## src/hw/rtl/rda_pkg.sv

```systemverilog
`timescale 1ns / 1ps
`default_nettype none
package rda_pkg;

  localparam int unsigned NUM_DIGITS_DEF = 8;
  localparam int unsigned MAX_DIGITS     = 8;
  localparam logic [7:0]  STEP_PERIOD_RST = 8'd60;
  localparam logic [7:0]  TICK_SAT        = 8'hFF;
  localparam logic [3:0]  DIGIT_MAX       = 4'd9;
  localparam logic [3:0]  DIGIT_BASE      = 4'd10;
  localparam logic [3:0]  HALF_TURN       = 4'd5;

  typedef enum logic {
    ACT_START = 1'b0,
    ACT_TICK  = 1'b1
  } action_t;

  typedef struct packed {
    logic load;
    logic step;
  } lane_ctrl_t;

  typedef struct packed {
    logic [31:0] shown_digits;
    logic [63:0] segment_pattern;
    logic        busy_res;
    logic        done_res;
  } res_t;

  function automatic logic [3:0] clamp_digit(input logic [3:0] d);
    clamp_digit = (d > DIGIT_MAX) ? DIGIT_MAX : d;
  endfunction

  // bit1 A .. bit7 G, bit0 unused
  function automatic logic [7:0] seg_of(input logic [3:0] d);
    logic [7:0] s;
    case (d)
      4'd0: s = 8'h7E;
      4'd1: s = 8'h0C;
      4'd2: s = 8'hB6;
      4'd3: s = 8'h9E;
      4'd4: s = 8'hCC;
      4'd5: s = 8'hDA;
      4'd6: s = 8'hFA;
      4'd7: s = 8'h0E;
      4'd8: s = 8'hFE;
      4'd9: s = 8'hDE;
      default: s = 8'h00;
    endcase
    seg_of = s;
  endfunction

endpackage
`default_nettype wire

```

## src/hw/rtl/rda_lane.sv

```systemverilog
`timescale 1ns / 1ps
`default_nettype none
module rda_lane (
  input  wire logic                clk,
  input  wire logic                rst_n,
  input  wire rda_pkg::lane_ctrl_t ctrl,
  input  wire logic [3:0]          src_digit,
  input  wire logic                src_valid,
  input  wire logic [3:0]          tgt_digit,
  input  wire logic                tgt_valid,
  output logic                     moving,
  output logic [3:0]               digit_nxt,
  output logic [7:0]               seg_nxt
);

  logic [3:0] cur_r, goal_r;
  logic       mask_r;
  logic [3:0] goal_nxt;
  logic       mask_nxt;
  logic [3:0] up_dist;
  logic [3:0] cur_up, cur_down;

  assign moving   = mask_r && (cur_r != goal_r);
  assign up_dist  = (goal_r >= cur_r) ? (goal_r - cur_r) : (goal_r + rda_pkg::DIGIT_BASE - cur_r);
  assign cur_up   = (cur_r == rda_pkg::DIGIT_MAX) ? 4'd0 : cur_r + 4'd1;
  assign cur_down = (cur_r == 4'd0) ? rda_pkg::DIGIT_MAX : cur_r - 4'd1;

  always_comb begin
    digit_nxt = cur_r;
    goal_nxt  = goal_r;
    mask_nxt  = mask_r;
    if (ctrl.load) begin
      digit_nxt = src_valid ? rda_pkg::clamp_digit(src_digit) : 4'd0;
      goal_nxt  = rda_pkg::clamp_digit(tgt_digit);
      mask_nxt  = tgt_valid;
    end else if (ctrl.step && moving) begin
      // shorter way around, up on a tie
      digit_nxt = (up_dist <= rda_pkg::HALF_TURN) ? cur_up : cur_down;
    end
    seg_nxt = mask_nxt ? rda_pkg::seg_of(digit_nxt) : 8'h00;
  end

  always_ff @(posedge clk) begin
    if (!rst_n) begin
      cur_r  <= 4'd0;
      goal_r <= 4'd0;
      mask_r <= 1'b0;
    end else begin
      cur_r  <= digit_nxt;
      goal_r <= goal_nxt;
      mask_r <= mask_nxt;
    end
  end

endmodule
`default_nettype wire

```

## src/hw/rtl/rda_outbuf.sv

```systemverilog
`timescale 1ns / 1ps
`default_nettype none
module rda_outbuf (
  input  wire logic          clk,
  input  wire logic          rst_n,
  input  wire logic          push,
  input  wire rda_pkg::res_t push_word,
  output logic               full,
  output logic               out_valid,
  input  wire logic          out_stall,
  output rda_pkg::res_t      out_word
);

  logic          head_valid_r, skid_valid_r;
  rda_pkg::res_t head_r, skid_r;
  logic          pop;

  assign pop       = head_valid_r && !out_stall;
  assign full      = skid_valid_r;
  assign out_valid = head_valid_r;
  assign out_word  = head_r;

  always_ff @(posedge clk) begin
    if (!rst_n) begin
      head_valid_r <= 1'b0;
      skid_valid_r <= 1'b0;
    end else if (!head_valid_r || pop) begin
      if (skid_valid_r) begin
        head_valid_r <= 1'b1;
        skid_valid_r <= 1'b0;
      end else begin
        head_valid_r <= push;
      end
    end else if (push) begin
      skid_valid_r <= 1'b1;
    end
  end

  always_ff @(posedge clk) begin
    if (!head_valid_r || pop) begin
      head_r <= skid_valid_r ? skid_r : push_word;
    end else if (push) begin
      // hold head, park the new word
      skid_r <= push_word;
    end
  end

endmodule
`default_nettype wire

```

## src/hw/rtl/rolling_digit_animator_top.sv

```systemverilog
`timescale 1ns / 1ps
`default_nettype none
// Rolling digit animator: up to eight decimal digits roll one place per step toward
// their targets, the shorter way around. A start word (action 0) loads digits and
// masks; each tick word (action 1) counts toward cfg step_period and a step is taken
// when the count is reached. Every accepted word yields one registered result word; the
// block takes one word per cycle while in_stall is low, all lanes updating in parallel;
// in_stall rises only once a two-word output buffer is full behind a stalled out_stall.
module rolling_digit_animator_top #(
  parameter int unsigned NUM_DIGITS = rda_pkg::NUM_DIGITS_DEF
) (
  input  wire logic        clk,
  input  wire logic        rst_n,
  input  wire logic        in_valid,
  output logic             in_stall,
  input  wire logic        in_action,
  input  wire logic [31:0] in_source_digits,
  input  wire logic [7:0]  in_source_valid,
  input  wire logic [31:0] in_target_digits,
  input  wire logic [7:0]  in_target_valid,
  output logic             out_valid,
  input  wire logic        out_stall,
  output logic [31:0]      out_shown_digits,
  output logic [63:0]      out_segment_pattern,
  output logic             out_busy_res,
  output logic             out_done_res,
  input  wire logic        cfg_valid,
  output logic             cfg_ready,
  input  wire logic [7:0]  cfg_step_period
);

  logic [7:0]          step_period_r;
  logic                running_r, running_nxt;
  logic [7:0]          tick_count_r, tick_count_nxt;
  logic [7:0]          tick_inc;
  logic                accept, done, step;
  rda_pkg::lane_ctrl_t ctrl;
  logic [NUM_DIGITS-1:0] lane_moving;
  logic [3:0]          lane_digit [NUM_DIGITS];
  logic [7:0]          lane_seg   [NUM_DIGITS];
  rda_pkg::res_t       res, out_word;
  logic                buf_full;

  assign cfg_ready = 1'b1;
  assign in_stall  = buf_full;
  assign accept    = in_valid && !in_stall;
  assign tick_inc  = tick_count_r + 8'd1;

  always_comb begin
    running_nxt    = running_r;
    tick_count_nxt = tick_count_r;
    done           = 1'b0;
    step           = 1'b0;
    ctrl.load      = 1'b0;
    if (accept) begin
      if (rda_pkg::action_t'(in_action) == rda_pkg::ACT_START) begin
        ctrl.load      = 1'b1;
        running_nxt    = 1'b1;
        tick_count_nxt = 8'd0;
      end else if (running_r) begin
        tick_count_nxt = tick_inc;
        if (tick_inc >= step_period_r || tick_inc == rda_pkg::TICK_SAT) begin
          step           = 1'b1;
          tick_count_nxt = 8'd0;
          // merge: a step with no lane moving ends the run
          if (!(|lane_moving)) begin
            running_nxt = 1'b0;
            done        = 1'b1;
          end
        end
      end
    end
    ctrl.step = step;
  end

  for (genvar i = 0; i < NUM_DIGITS; i++) begin : g_lane
    rda_lane u_lane (
      .clk       (clk),
      .rst_n     (rst_n),
      .ctrl      (ctrl),
      .src_digit (in_source_digits[4*i +: 4]),
      .src_valid (in_source_valid[i]),
      .tgt_digit (in_target_digits[4*i +: 4]),
      .tgt_valid (in_target_valid[i]),
      .moving    (lane_moving[i]),
      .digit_nxt (lane_digit[i]),
      .seg_nxt   (lane_seg[i])
    );
  end

  always_comb begin
    res = '0;
    for (int i = 0; i < NUM_DIGITS; i++) begin
      res.shown_digits[4*i +: 4]    = lane_digit[i];
      res.segment_pattern[8*i +: 8] = lane_seg[i];
    end
    res.busy_res = running_nxt;
    res.done_res = done;
  end

  always_ff @(posedge clk) begin
    if (!rst_n) begin
      step_period_r <= rda_pkg::STEP_PERIOD_RST;
      running_r     <= 1'b0;
      tick_count_r  <= 8'd0;
    end else begin
      if (cfg_valid && cfg_ready) begin
        step_period_r <= cfg_step_period;
      end
      running_r    <= running_nxt;
      tick_count_r <= tick_count_nxt;
    end
  end

  rda_outbuf u_outbuf (
    .clk       (clk),
    .rst_n     (rst_n),
    .push      (accept),
    .push_word (res),
    .full      (buf_full),
    .out_valid (out_valid),
    .out_stall (out_stall),
    .out_word  (out_word)
  );

  assign out_shown_digits    = out_word.shown_digits;
  assign out_segment_pattern = out_word.segment_pattern;
  assign out_busy_res        = out_word.busy_res;
  assign out_done_res        = out_word.done_res;

endmodule
`default_nettype wire

```

## config.mk

```make
export PLATFORM = sky130hd
export DESIGN_NAME = rolling_digit_animator_top
export DESIGN_NICKNAME = d
export VERILOG_FILES = /design/src/hw/rtl/rda_pkg.sv /design/src/hw/rtl/rda_lane.sv /design/src/hw/rtl/rda_outbuf.sv /design/src/hw/rtl/rolling_digit_animator_top.sv
export SDC_FILE = /design/constraint.sdc
export NUM_CORES = 1
export LEC_CHECK = 0
export BUFFER_PORTS_ARGS = -buffer_cell sky130_fd_sc_hd__buf_4
export CAP_MARGIN = 5
export CORE_MARGIN = 5
export CORE_UTILIZATION = 55
export DETAILED_ROUTE_END_ITERATION = 6
export HOLD_SLACK_MARGIN = 0.12
export PLACE_DENSITY = 0.72
export SLEW_MARGIN = 20
export SYNTH_ARGS = -nofsm -noshare
export SYNTH_HDL_FRONTEND = slang
export SYNTH_SLANG_ARGS = --single-unit
```

## constraint.sdc

```tcl
create_clock -name clk -period 10.1 [get_ports clk]
set_input_delay 2.02 -clock clk [delete_from_list [all_inputs] [get_ports clk]]
set_output_delay 2.02 -clock clk [all_outputs]
set_load 0.02 [all_outputs]
```

==> out/results.ini <==
[worst_setup_path]
end_kind = flip-flop
cp_data_arrival_time_ns = 5.37
rr_startpoint = tick_count_r[0]$_SDFFE_PN0P_
rrSetupSlack_ns = 5.26
start_kind = primary input
worstSetupPathType = in -> reg
worstPathMaxFanout = 49
r2r_end = u_outbuf.out_word[30]$_DFFE_PP_
ff2ff_path_depth = 16
crit_required_ns = 10.36

[synthesis]
synthMostInstantiatedCell = nand2_1
ys_ff_latch = 271
yosys.area.top_type_share_pct = 33.9
synth_edf_count = 180
synth_commonest_cells = nand2_1, edfxtp_1, nor2_1, inv_1, o21ai_0
synthFlopType = edfxtp_1
ys_warn_count = 0
netlist_area_sq_um = 15900
synth_async_sr_flop_share_pct = 0
seq_area_frac_synth_pct = 45.4
synth_top_area_cell = edfxtp_1
syn_inst = 1615
ys_types = 89
ys_top_cells_by_area = edfxtp_1, dfxtp_1, ha_1
syn_avg_cell_area_sq_um = 9.86

[die]
io_pins = 195
rows = 62
die_area_sq_um = 32500
die_w_um = 180
die_h_um = 180
core_sq_um = 28600
initial_core_util_pct = 55.6

[final_layout]
layout-drive-gt1-share_pct = 17.9
fin_util_pct = 64.8
antenna_cells = 0
area_growth_pct = 16.5
layout.nets = 1980
fin_cells = 2179
n_fill_cell = 2293

[sta]
max_freq_mhz = 196
worst_slew_pin_slew_ns = 1.03
finalSetupTns_ns = 0
relSlewSlack_pct = 31.2
rsz0062_at_grt = no
slew_violations = 0
finalClockSkew_ns = 0.0213
final-hold-violation-count = 0
setup_viol = 0
fin_crit_sh_pct = 50.6
fin_crit_ns = 5.11

[power]
internal_power_mw = 2.18
ir_worst_vdd_mv = 0.121
sw_frac_of_total_pct = 27.2
p_leak_nw = 7.76
report.power.total_mw = 2.99
power_frac_comb_pct = 18.7
powerDensity_nw_per_um2 = 161
p_seq_share_pct = 43.3
clkPwrFrac_pct = 38.0
p_sw_uw = 815

[clocking]
cts_buffers = 29
clk_latency_ns = 0.56
clk_path_buf_depth = 3
clk_pin_slew_ns = 0.06
root_buffer = clkbuf_16
cts_resized = 0
postCtsSetupBuffers = 0
cts_sinks = 271
tritoncts = yes
htree_levels = 1
cts-hold-fix-buffers = 0

[worst_hold_path]
hold_path_class = reg -> reg
min_path_cells = 2
worstHoldStart = g_lane[6].u_lane.goal_r[2]$_SDFFE_PN0P_
min_to = g_lane[6].u_lane.goal_r[2]$_SDFFE_PN0P_

[drt]
drt-wirelength-per-cell_um = 17.0
vias = 12200
via_per_inst = 5.60
first_iter_violations = 723
postRouteAntennaNets = 0
routed_wirelength_um = 37100
drc = 0
drtPass1Iterations = 5

[flow_run]
drv_cap = 0

[placement]
dp_hpwl_um = 26400
numPortBuffers = 185
place_inst = 2125
gp_congestion = 0.887

[grt]
grt_pass1_vias = 12200
grt_use_total_pct = 22.3
antenna_found_initial = 0
grt_overflow = 0
grt_pass1_wl_um = 60900
grt_max_degree = 82

[run_status]
status = complete, no violations

-- registers in the layout (all words and copies together), names as in the netlist --
name and flops:
u_outbuf.out_word 90, tick_count_r 8, step_period_r 8, u_outbuf.out_valid 1, u_outbuf.full 1, u_outbuf.skid_r 90, g_lane.u_lane.mask_r 8, running_r 1
g_lane.u_lane.goal_r 32, g_lane.u_lane.cur_r 32
-- cells by family after synthesis --
| family | synth area share [%] |
|---|---|
| multiplexers | 4.11 |
| buffers and inverters | 5.74 |
| XOR/XNOR | 2.46 |
| other | 0.0472 |
| adder cells (fa/ha/maj) | 10.1 |
| AND/OR/NAND/NOR | 14.5 |
| AO/OA/AOI/OAI | 17.7 |
| flip-flops | 45.4 |
-- stage by stage --
| step | hold WS, ns | worst slack [ns] | cell area (sq um) |
|---|---|---|---|
| global placement | 0.450 | 4.59 | 17500 |
| detailed placement | 0.459 | 4.51 | 17500 |
| floorplan | 0.436 | 1.49 | 16000 |
| CTS | 0.466 | 5.05 | 18600 |
| finish | 0.470 | 4.99 | 18600 |
| global route | 0.481 | 4.72 | 18600 |
-- worst max-delay path by stage --
| stage | startpoint | end | slack [ns] | depth (start not counted) |
|---|---|---|---|---|
| 2_1_floorplan | out_stall | u_outbuf.skid_r[0]$_DFFE_PP_ | 1.49 | 2 |
| 3_3_place_gp | in_valid | u_outbuf.out_word[38]$_DFFE_PP_ | 4.59 | 11 |
| 3_5_place_dp | in_valid | u_outbuf.out_word[35]$_DFFE_PP_ | 4.51 | 11 |
| 4_1_cts | in_valid | u_outbuf.out_word[35]$_DFFE_PP_ | 5.05 | 11 |
| 5_1_grt | in_valid | u_outbuf.out_word[35]$_DFFE_PP_ | 4.72 | 11 |
| 6_report | in_valid | u_outbuf.out_word[35]$_DFFE_PP_ | 4.99 | 11 |
-- cell usage in the layout (no fill, tap or decap), drive strengths merged, types with 7 or more instances in the layout --
cell type,n
buf,195
nand2,181
edfxtp,180
nor2,156
inv,138
o21ai,104
a21oi,97
dfxtp,91
ha,90
clkbuf,38
mux2i,35
o21a,31
mux2,27
nor2b,24
fa,24
nand3,24
xnor2,23
o31ai,22
a21o,21
xor2,20
and3,20
nor3,18
a211oi,18
nand3b,16
a21boi,16
and2,15
o211ai,11
a221oi,11
or2,10
o22ai,9
conb,9
a22oi,9
a31oi,8
nand2b,8
or3,7
o311ai,7
clkinv,7
-- critical path, stage by stage --
cell	delay [ns]
buf_4	0.09
nand2_1	0.12
nor2_4	0.33
buf_4	0.44
buf_4	0.54
and3_1	0.24
a211oi_1	0.05
a31oi_1	0.77
or2b_1	0.24
a21o_1	0.33
a221oi_1	0.15
-- power groups by stage --
stage          registers [mW]  logic (mW)  clock network, mW
6_report                 1.29       0.561               1.14
5_1_grt                  1.30       0.622               1.21
4_1_cts                  1.30       0.563               1.16
3_5_place_dp             1.32       0.560                  0
3_3_place_gp             1.32       0.548                  0
2_1_floorplan            1.36       0.337                  0
-- layer usage --
metal / share of wire (%) / global-route usage (%) / up-vias
met4: 2.6 / 6.41 / 0
met3: 5.2 / 3.61 / 60
met2: 51 / 41.4 / 316
li1: - / - / 6008
met1: 41 / 26.7 / 5822
met5: 0 / 0 / -
-- area by class of cell --
| type | instances | area (sq um) | share of cell area [%] |
|---|---|---|---|
| Multi-Input combinational cell | 1138 | 7840 | 42.2 |
| Sequential cell | 271 | 7230 | 39.0 |
| Timing Repair Buffer | 195 | 1460 | 7.89 |
| Clock buffer | 38 | 800 | 4.31 |
| Inverter | 137 | 514 | 2.77 |
| Tap cell | 384 | 480 | 2.59 |
| Clock inverter | 16 | 230 | 1.24 |
Note: power is estimated with default switching activity, not from simulation.
